<file path="config.mk">
export PLATFORM = sky130hd
export DESIGN_NAME = positional_list_store
export DESIGN_NICKNAME = d
export VERILOG_FILES = /design/src/sv/pls_pkg.sv /design/src/sv/pls_rem.sv /design/src/sv/pls_dp.sv /design/src/sv/pls_ctrl.sv /design/src/sv/positional_list_store.sv
export SDC_FILE = /design/constraint.sdc
export NUM_CORES = 2
export LEC_CHECK = 0
export ABC_CLOCK_PERIOD_IN_PS = 5680
export BUFFER_PORTS_ARGS = -buffer_cell sky130_fd_sc_hd__clkbuf_2
export CORE_ASPECT_RATIO = 0.8
export CORE_MARGIN = 3
export CORE_UTILIZATION = 57
export CTS_CLUSTER_DIAMETER = 50
export CTS_CLUSTER_SIZE = 24
export DETAILED_ROUTE_END_ITERATION = 10
export PLACE_DENSITY = 0.79
export REMOVE_ABC_BUFFERS = 1
export SLEW_MARGIN = 10
export SYNTH_ARGS = -nofsm -noshare
export SYNTH_HDL_FRONTEND = slang
export SYNTH_SLANG_ARGS = --single-unit
</file>
<file path="constraint.sdc">
create_clock -name aclk -period 5.68 [get_ports aclk]
set_input_delay 1.136 -clock aclk [delete_from_list [all_inputs] [get_ports aclk]]
set_output_delay 1.136 -clock aclk [all_outputs]
set_load 0.02 [all_outputs]
</file>
<file path="src/sv/pls_pkg.sv">
// Shared types, codes and widths for the positional list store.
`timescale 1ns / 1ps

package pls_pkg;

    localparam int PLS_DEPTH         = 16;
    localparam int PLS_ELEMENT_WIDTH = 32;

    localparam int OPC_W       = 2;
    localparam int POS_W       = 8;
    localparam int VAL_W       = 32;
    localparam int STAT_W      = 2;
    localparam int CNT_OUT_W   = 5;
    localparam int IN_TDATA_W  = 48;
    localparam int OUT_TDATA_W = 40;

    // remainder unit: bits of position resolved per cycle
    localparam int MOD_BITS  = 2;
    localparam int MOD_ITERS = POS_W / MOD_BITS;
    localparam int ITER_W    = $clog2(MOD_ITERS);

    localparam logic [OPC_W-1:0] OP_INSERT = 2'd0;
    localparam logic [OPC_W-1:0] OP_REMOVE = 2'd1;
    localparam logic [OPC_W-1:0] OP_READ   = 2'd2;

    localparam logic [STAT_W-1:0] STAT_OK    = 2'd0;
    localparam logic [STAT_W-1:0] STAT_EMPTY = 2'd1;
    localparam logic [STAT_W-1:0] STAT_FULL  = 2'd2;

    typedef struct packed {
        logic capture;
        logic mod_start;
        logic exec;
    } pls_cmd_t;

    typedef struct packed {
        logic need_mod;
        logic mod_done;
    } pls_stat_t;

endpackage

</file>
<file path="src/sv/pls_rem.sv">
// Iterative remainder unit: position modulo count, two bits per cycle.
`timescale 1ns / 1ps

module pls_rem
    import pls_pkg::*;
#(
    parameter int CW = 5
) (
    input  logic             aclk,
    input  logic             aresetn,
    input  logic             start,
    input  logic [POS_W-1:0] dividend,
    input  logic [CW-1:0]    divisor,
    output logic             done,
    output logic [CW-1:0]    remainder
);

    logic [CW-1:0]     rem_reg, rem_next;
    logic [POS_W-1:0]  dvd_reg, dvd_next;
    logic [ITER_W-1:0] iter_reg;
    logic              busy_reg;
    logic              done_reg;
    logic [CW:0]       trial;

    always_comb begin
        rem_next = rem_reg;
        dvd_next = dvd_reg;
        trial    = '0;
        for (int k = 0; k < MOD_BITS; k++) begin
            trial    = {rem_next, dvd_next[POS_W-1]};
            dvd_next = {dvd_next[POS_W-2:0], 1'b0};
            if (trial >= {1'b0, divisor}) begin
                trial = trial - {1'b0, divisor};
            end
            rem_next = trial[CW-1:0];
        end
    end

    always_ff @(posedge aclk) begin
        if (!aresetn) begin
            busy_reg <= 1'b0;
            done_reg <= 1'b0;
            iter_reg <= '0;
        end else if (start) begin
            busy_reg <= 1'b1;
            done_reg <= 1'b0;
            iter_reg <= '0;
        end else if (busy_reg) begin
            iter_reg <= iter_reg + 1'b1;
            if (iter_reg == ITER_W'(MOD_ITERS - 1)) begin
                busy_reg <= 1'b0;
                done_reg <= 1'b1;
            end
        end
    end

    always_ff @(posedge aclk) begin
        if (start) begin
            rem_reg <= '0;
            dvd_reg <= dividend;
        end else if (busy_reg) begin
            rem_reg <= rem_next;
            dvd_reg <= dvd_next;
        end
    end

    assign done      = done_reg;
    assign remainder = rem_reg;

endmodule

</file>
<file path="src/sv/pls_dp.sv">
// Datapath: request registers, shifting element store, count and result word.
`timescale 1ns / 1ps

module pls_dp
    import pls_pkg::*;
#(
    parameter int DEPTH         = PLS_DEPTH,
    parameter int ELEMENT_WIDTH = PLS_ELEMENT_WIDTH
) (
    input  logic                  aclk,
    input  logic                  aresetn,
    input  pls_cmd_t              cmd,
    output pls_stat_t             st,
    input  logic [IN_TDATA_W-1:0] in_word,
    output logic [OUT_TDATA_W-1:0] out_word
);

    localparam int CW    = $clog2(DEPTH + 1);
    localparam int IW    = $clog2(DEPTH);
    localparam int CMP_W = (POS_W > CW) ? POS_W : CW;

    logic [OPC_W-1:0]         op_reg;
    logic [POS_W-1:0]         pos_reg;
    logic [VAL_W-1:0]         val_reg;
    logic [CW-1:0]            count_reg, count_next;
    logic [ELEMENT_WIDTH-1:0] elem_reg [DEPTH];

    logic [VAL_W-1:0]     out_value_reg, out_value_next;
    logic [STAT_W-1:0]    out_status_reg, out_status_next;
    logic [CNT_OUT_W-1:0] out_count_reg;

    logic                     mod_done;
    logic [CW-1:0]            mod_rem;
    logic [CMP_W-1:0]         pos_x, cnt_x;
    logic                     full, empty, do_ins, do_rem;
    logic [IW-1:0]            ins_idx, rem_idx, rd_idx;
    logic [ELEMENT_WIDTH-1:0] rd_data, store_in;
    logic [63:0]              val_wide, rd_wide;
    logic [31:0]              cnt_wide;

    pls_rem #(.CW(CW)) u_rem (
        .aclk      (aclk),
        .aresetn   (aresetn),
        .start     (cmd.mod_start),
        .dividend  (pos_reg),
        .divisor   (count_reg),
        .done      (mod_done),
        .remainder (mod_rem)
    );

    always_comb begin
        pos_x  = CMP_W'(pos_reg);
        cnt_x  = CMP_W'(count_reg);
        full   = (count_reg == CW'(DEPTH));
        empty  = (count_reg == '0);
        do_ins = (op_reg == OP_INSERT) && !full;
        do_rem = (op_reg == OP_REMOVE) && !empty;

        ins_idx = (pos_x > cnt_x) ? count_reg[IW-1:0] : IW'(pos_reg);
        rem_idx = (pos_x >= cnt_x) ? IW'(count_reg - 1'b1) : IW'(pos_reg);
        rd_idx  = (op_reg == OP_READ) ? mod_rem[IW-1:0] : rem_idx;
        rd_data = elem_reg[rd_idx];

        val_wide = 64'(val_reg);
        store_in = val_wide[ELEMENT_WIDTH-1:0];
        rd_wide  = 64'(rd_data);

        st.need_mod = (op_reg == OP_READ) && !empty;
        st.mod_done = mod_done;

        count_next      = count_reg;
        out_value_next  = '0;
        out_status_next = STAT_OK;
        unique case (op_reg)
            OP_INSERT: begin
                if (full) out_status_next = STAT_FULL;
                else      count_next = count_reg + 1'b1;
            end
            OP_REMOVE: begin
                if (empty) begin
                    out_status_next = STAT_EMPTY;
                end else begin
                    out_value_next = rd_wide[31:0];
                    count_next     = count_reg - 1'b1;
                end
            end
            OP_READ: begin
                if (empty) out_status_next = STAT_EMPTY;
                else       out_value_next  = rd_wide[31:0];
            end
            default: ;
        endcase
        cnt_wide = 32'(count_next);
    end

    always_ff @(posedge aclk) begin
        if (cmd.capture) begin
            op_reg  <= in_word[OPC_W-1:0];
            pos_reg <= in_word[OPC_W +: POS_W];
            val_reg <= in_word[OPC_W + POS_W +: VAL_W];
        end
        if (cmd.exec) begin
            out_value_reg  <= out_value_next;
            out_status_reg <= out_status_next;
            out_count_reg  <= cnt_wide[CNT_OUT_W-1:0];
        end
    end

    always_ff @(posedge aclk) begin
        if (!aresetn) begin
            count_reg <= '0;
        end else if (cmd.exec) begin
            count_reg <= count_next;
        end
    end

    for (genvar g = 0; g < DEPTH; g++) begin : g_elem
        always_ff @(posedge aclk) begin
            if (cmd.exec && do_ins) begin
                if (IW'(g) == ins_idx) begin
                    elem_reg[g] <= store_in;
                end else if (g > 0 && IW'(g) > ins_idx) begin
                    elem_reg[g] <= elem_reg[(g > 0) ? g - 1 : 0];
                end
            end else if (cmd.exec && do_rem) begin
                if (g < DEPTH - 1 && IW'(g) >= rem_idx) begin
                    elem_reg[g] <= elem_reg[(g < DEPTH - 1) ? g + 1 : g];
                end
            end
        end
    end

    assign out_word = {{(OUT_TDATA_W - VAL_W - STAT_W - CNT_OUT_W){1'b0}},
                       out_count_reg, out_status_reg, out_value_reg};

    a_count_bound: assert property (@(posedge aclk) disable iff (!aresetn)
        count_reg <= CW'(DEPTH))
        else $error("element count beyond depth");

    a_read_index: assert property (@(posedge aclk) disable iff (!aresetn)
        (cmd.exec && op_reg == OP_READ && !empty) |-> (mod_done && mod_rem < count_reg))
        else $error("read index not reduced below count");

    a_insert_count: assert property (@(posedge aclk) disable iff (!aresetn)
        (cmd.exec && do_ins) |=> (count_reg == $past(count_reg) + 1'b1))
        else $error("insert did not grow the list");

endmodule

</file>
<file path="src/sv/pls_ctrl.sv">
// Controller: request sequencing and output word valid.
`timescale 1ns / 1ps

module pls_ctrl
    import pls_pkg::*;
(
    input  logic      aclk,
    input  logic      aresetn,
    input  logic      s_axis_tvalid,
    output logic      s_axis_tready,
    output logic      m_axis_tvalid,
    input  logic      m_axis_tready,
    output pls_cmd_t  cmd,
    input  pls_stat_t st
);

    typedef enum logic [1:0] {
        S_IDLE,
        S_DECODE,
        S_DIV,
        S_EXEC
    } state_t;

    state_t state_reg, state_next;
    logic   m_tvalid_reg, m_tvalid_next;

    always_comb begin
        state_next    = state_reg;
        m_tvalid_next = m_tvalid_reg;
        cmd           = '0;
        if (m_tvalid_reg && m_axis_tready) m_tvalid_next = 1'b0;
        unique case (state_reg)
            S_IDLE: begin
                if (s_axis_tvalid) begin
                    cmd.capture = 1'b1;
                    state_next  = S_DECODE;
                end
            end
            S_DECODE: begin
                if (st.need_mod) begin
                    cmd.mod_start = 1'b1;
                    state_next    = S_DIV;
                end else begin
                    state_next = S_EXEC;
                end
            end
            S_DIV: begin
                if (st.mod_done) state_next = S_EXEC;
            end
            S_EXEC: begin
                if (!m_tvalid_reg || m_axis_tready) begin
                    cmd.exec      = 1'b1;
                    m_tvalid_next = 1'b1;
                    state_next    = S_IDLE;
                end
            end
            default: state_next = S_IDLE;
        endcase
    end

    always_ff @(posedge aclk) begin
        if (!aresetn) begin
            state_reg    <= S_IDLE;
            m_tvalid_reg <= 1'b0;
        end else begin
            state_reg    <= state_next;
            m_tvalid_reg <= m_tvalid_next;
        end
    end

    assign s_axis_tready = (state_reg == S_IDLE);
    assign m_axis_tvalid = m_tvalid_reg;

endmodule

</file>
<file path="src/sv/positional_list_store.sv">
// Top level of the positional list store: insert, remove and read by position.
//
//  channel   dir  tdata fields (lowest bit up)                    width
//  s_axis    in   opcode[1:0] position[9:2] value[41:10]           48
//  m_axis    out  result_value[31:0] status[33:32] count[38:34]    40
//
//  Insert, remove and the unused opcode: the request is captured on accept, decoded,
//  then executed into the result registers; a new word is taken only back in idle.
//  Read: after decode the remainder unit wraps the position by the count, two bits
//  per cycle, and signals done before the execute step; a read of an empty list skips it.
//  A low m_axis_tready holds the result; the next request stalls only at its last step.
//  Reset (aresetn low, synchronous) empties the list; stored entries keep junk.
`timescale 1ns / 1ps

module positional_list_store
    import pls_pkg::*;
#(
    parameter int DEPTH         = PLS_DEPTH,
    parameter int ELEMENT_WIDTH = PLS_ELEMENT_WIDTH
) (
    input  logic                   aclk,
    input  logic                   aresetn,
    input  logic                   s_axis_tvalid,
    output logic                   s_axis_tready,
    // opcode, position, value
    input  logic [IN_TDATA_W-1:0]  s_axis_tdata,
    output logic                   m_axis_tvalid,
    input  logic                   m_axis_tready,
    // result_value, status, count
    output logic [OUT_TDATA_W-1:0] m_axis_tdata
);

    pls_cmd_t  cmd;
    pls_stat_t st;

    pls_ctrl u_ctrl (
        .aclk          (aclk),
        .aresetn       (aresetn),
        .s_axis_tvalid (s_axis_tvalid),
        .s_axis_tready (s_axis_tready),
        .m_axis_tvalid (m_axis_tvalid),
        .m_axis_tready (m_axis_tready),
        .cmd           (cmd),
        .st            (st)
    );

    pls_dp #(
        .DEPTH         (DEPTH),
        .ELEMENT_WIDTH (ELEMENT_WIDTH)
    ) u_dp (
        .aclk     (aclk),
        .aresetn  (aresetn),
        .cmd      (cmd),
        .st       (st),
        .in_word  (s_axis_tdata),
        .out_word (m_axis_tdata)
    );

endmodule

</file>
### Word-level counts from Yosys, hierarchy flattened

Memory sizes are Yosys's and may differ from the RTL's. A register that Yosys moved wholly into a read port is not among the register bits.
Cells that the tools add are included.
Widths: inputs -> output; s select.

* reductions and logical operators: 20
* bitwise logic cells: 32
* multiplexer cells: 228
* $lt $le $gt $ge: 34
* equal/unequal tests: 25
* $add $sub $neg: 5

Operators by type and width (number)
* $mux 32: 30
* $mux 1: 182
* $eq 4x4->1 const A: 8
* $gt 4x4->1 const A: 8
* $or 1x1->1: 30
* $ge 4x4->1 const A: 7
* $mux 5: 4
* $eq 3x4->1 const A: 4
* $ge 3x4->1 const A: 4
* $gt 3x4->1 const A: 4
* $mux 8: 2
* $ge 6x5->1: 2
* $mux 4: 3
* $pmux 5 s2: 1
* $sub 5x5->5: 2
* $eq 2x2->1 const B: 4
* $eq 2x4->1 const A: 2
* $ge 1x4->1 const A: 2
* $ge 2x4->1 const A: 2
* $ge 8x5->1: 1
* $gt 2x4->1 const A: 2
* $gt 8x5->1: 1
* $mux 2: 4
* $pmux 2 s4: 1
* other kinds (21): 34

* word-level logic and storage cells: 358
* register bits after elaboration: 74
* memory bits (writable): 512
* output and inout bits: 42
* memories kept: 1

Memories
* u_dp.elem_reg: depth 16, width 32, read ports 17, clocked after memory_dff 1, write ports 16, RTL line pls_dp.sv:26 `logic [ELEMENT_WIDTH-1:0] elem_reg [DEPTH];`

### Longest topological paths before layout

* depth after elaboration: 9
* mapped depth: 17
* depth with buffers taken out: 17

### By module

Synthesis repeated with hierarchy kept, for this count alone.

* cell total of the unflattened synthesis: 3074
* area total of the unflattened synthesis: 35302.6 µm²

Modules (own cells, without submodules)
* pls_dp: cells an instance 2933, area an instance 33872.5 µm², seq. area each 17907.2 µm², instances 1
* pls_rem: cells an instance 114, area an instance 1171.1 µm², seq. area each 420.4 µm², instances 1
* pls_ctrl: cells an instance 27, area an instance 259.0 µm², seq. area each 60.1 µm², instances 1

### Least setup slack after synthesis

No wires, ideal clock.

* path type: in2reg
* start point: in m_axis_tready
* end point: mem u_dp.elem_reg[4][0] (netlist name) (enable)
* stages: 11
* setup time: 0.482 ns
* arrival time: 5.022 ns
* slack: 0.176 ns
* path through: nor2b_1 nand2b_1 clkbuf_1 clkinv_1 nand2_1 inv_1 o21ai_1 o21a_1 buf_2 buf_2 nand2b_1

RTL lines
* from (decl): RTL line positional_list_store.sv:28 `input logic m_axis_tready,`
* to (decl): RTL line pls_dp.sv:26

==> qor.yml <==
p_per_area_nw_per_um2: 384
fin_nets: 3365
synth_compound_area_frac: 0.149
hpwl_um: 66600
vdd_drop_max_v: 0.000241
placed_area_um2: 36800
fmax_mhz: 196
rsz0062_at_grt: "no"
clock_path_buffers: 3
synth_top_area_frac: 0.512
num_vias: 29332
worstHoldStart: "u_dp.u_rem.remainder[4]"
grt-ovfl-total: 0
worstHoldPathType: "flop to flop"
whs_path_depth: 2
synth_top_family_by_area: "multiplexers"
yosysWarnings: 0
crit_chain: "inv_1 > ha_1 > nor3b_1 > nand2_1 > and2_1 > nand2_1 > inv_2 > nand3_4 > buf_4 > o21ai_4 > or2_2 > buf_4"
drt_iter0_drc: 4997
insertedDiodeCount: 0
grt_pass1_vias: 28684
clock_skew_ns: 0.0258
critical_path.startpoint_type: "flop"
synthDistinctLibCells: 67
regArea_um2: 18400
post_cts_buffers: 0
ys_seq_elements: 618
cts-buffers-inserted: 52
clk_pin_slew_ns: 0.08
reg2reg_to: "u_dp.elem_reg[8][21]"
drive_above_1_share: 0.117
largest_reg_flops: 512
grt_start_max_net_pins: 79
seq_area_frac_synth: 0.521
initial_utilization: 0.583
routed_via_density: 7.07
critPathRequiredTime_ns: 6.06
yosys.area_share.adder: 0.0104
clock_latency_ns: 0.64
tightest_slew_ns: 1.25
cts_root_buf: "clkbuf_16"
synth_area_um2: 35300
antenna_found_initial: 0
die_y_um: 229
multi_input_area_um2: 15900
grt_pass1_wl_um: 172000
holdPathEnd: "u_dp.u_rem.remainder[4]"
core-area_um2: 60500
reg2reg_slack_ns: 0.57
cpPeakStageDelay_ns: 0.74
synth_enable_flop_cells: 601
fillers: 4608
crit_arrival_ns: 5.49
dr.pass1.iters: 8
cp_max_fo: 35
cts_resized: 0
place_congestion: 0.907
p_leak_nw: 13.9
period_share: 0.900
cts_hold_buf: 0
slew_viol_final: 0
synth_xor_area_frac: 0.00223
slew_headroom: 0.164
area_growth_syn_to_layout_pct: 9.65
period_minus_slack_ns: 5.11
final_cell_mix: "601 x edfxtp_1, 511 x mux2i_1, 408 x nand2_1, 330 x a21oi_1, 318 x nor2_1"
run_status: "finished clean"
finalHoldViolations: 0
synthMuxAreaShare: 0.168
fin_area_um2: 38700
cts_sinks: 618
synth_area_leaders: "edfxtp_1 51%, mux2i_1 15%, a21oi_1 4.7%"
dpl_worst_slack_ns: 0.743
cap_violations: 0
end_kind: "flop"
wire_per_inst_um: 27.8
ioPinCount: 94
yosys.area.top_type: "edfxtp_1"
ant_nets: 0
path_class: "flop to flop"
final_util: 0.640
async_flop_share: 0
die_w_um: 284
r2r.worst_path.cells: 12
timing.rr.start: "u_dp.count_reg[1]"
worst_path_max_delay_cell: "buf_4"
wl_um: 115000
cts_max_level: 2
synthSimpleGateAreaFrac: 0.108
worst_slack_ns: 0.566
cts_tree: "yes"
setup_violations: 0
rows: 80
die_area_um2: 64900
io_buffers: 86
syn-instance-count: 3353
yosys_most_used_dff: "edfxtp_1"
power_mw: 14.9
drc_errors: 0
grt_usage: 0.344
syn_avg_cell_area_um2: 10.5
layout.cells.most_common: "edfxtp_1"
[worst max-delay path, delay by kind of cell (launching register included)]
family	cells	cell delay (ns)
buffers and inverters	4	1.48
AOI/OAI and AO/OA	1	0.44
adders and majority gates	1	0.32
and+or+nand+nor	6	2.19
DFF	1	0.41
[routing by layer]
layer,track usage,vias to the layer above,share of wire
met3,0.0977,570,0.15
met5,0,-,0
li1,-,12285,-
met2,0.518,2571,0.43
met1,0.453,13906,0.35
met4,0.181,0,0.063
[through the flow]
stage / hold WS [ns] / setup TNS (ns) / cells
2_1_floorplan: 0.421 / -1393.82 / 3056
3_3_place_gp: 0.455 / 0 / 4051
3_5_place_dp: 0.465 / 0 / 4051
4_1_cts: 0.476 / 0 / 4147
5_1_grt: 0.496 / 0 / 4147
6_report: 0.484 / 0 / 4147
[synthesized netlist by cell type (all sizes together), types with 19 or more instances]
| library cell | number |
|---|---|
| a22oi | 19 |
| a21boi | 41 |
| o21ai | 228 |
| nand2 | 419 |
| nand3 | 65 |
| a21oi | 335 |
| a211oi | 28 |
| and3 | 48 |
| buf | 137 |
| mux2i | 515 |
| ha | 26 |
| inv | 24 |
| clkbuf | 160 |
| a31oi | 101 |
| nor2 | 323 |
| mux2 | 68 |
| a22o | 32 |
| a221oi | 19 |
| edfxtp | 601 |
[where the power goes]
group          internal, mW  switching, mW
registers              5.59          0.450
clock network          2.05           1.99
logic                  1.75           3.02
[worst max path at each step]
stage	start	endpoint	depth (start not counted)
after floorplan	m_axis_tready	u_dp.elem_reg[10][0]	7
after global placement	m_axis_tready	u_dp.elem_reg[13][30]	10
after detailed placement	m_axis_tready	u_dp.elem_reg[2][3]	10
after CTS	u_dp.count_reg[0]	u_dp.elem_reg[8][4]	13
after global routing	u_dp.count_reg[0]	u_dp.elem_reg[8][9]	13
final	u_dp.count_reg[1]	u_dp.elem_reg[8][21]	12
[final cells by class]
type / count / area share
multi-input combinational: 2412 / 0.411
timing repair buffer: 175 / 0.0355
inverter: 26 / 0.00252
sequential: 618 / 0.475
clock buffer: 53 / 0.0343
clock inverter: 43 / 0.0152
tap: 820 / 0.0265
[cell families after synthesis]
| logic type | Yosys count |
|---|---|
| compound gates | 871 |
| xor+xnor | 9 |
| mux | 583 |
| buf+inv | 323 |
| fa+ha+maj | 28 |
| other cells | 1 |
| flops | 618 |
| simple gates | 920 |
Note: power is estimated with default switching activity, not from simulation.
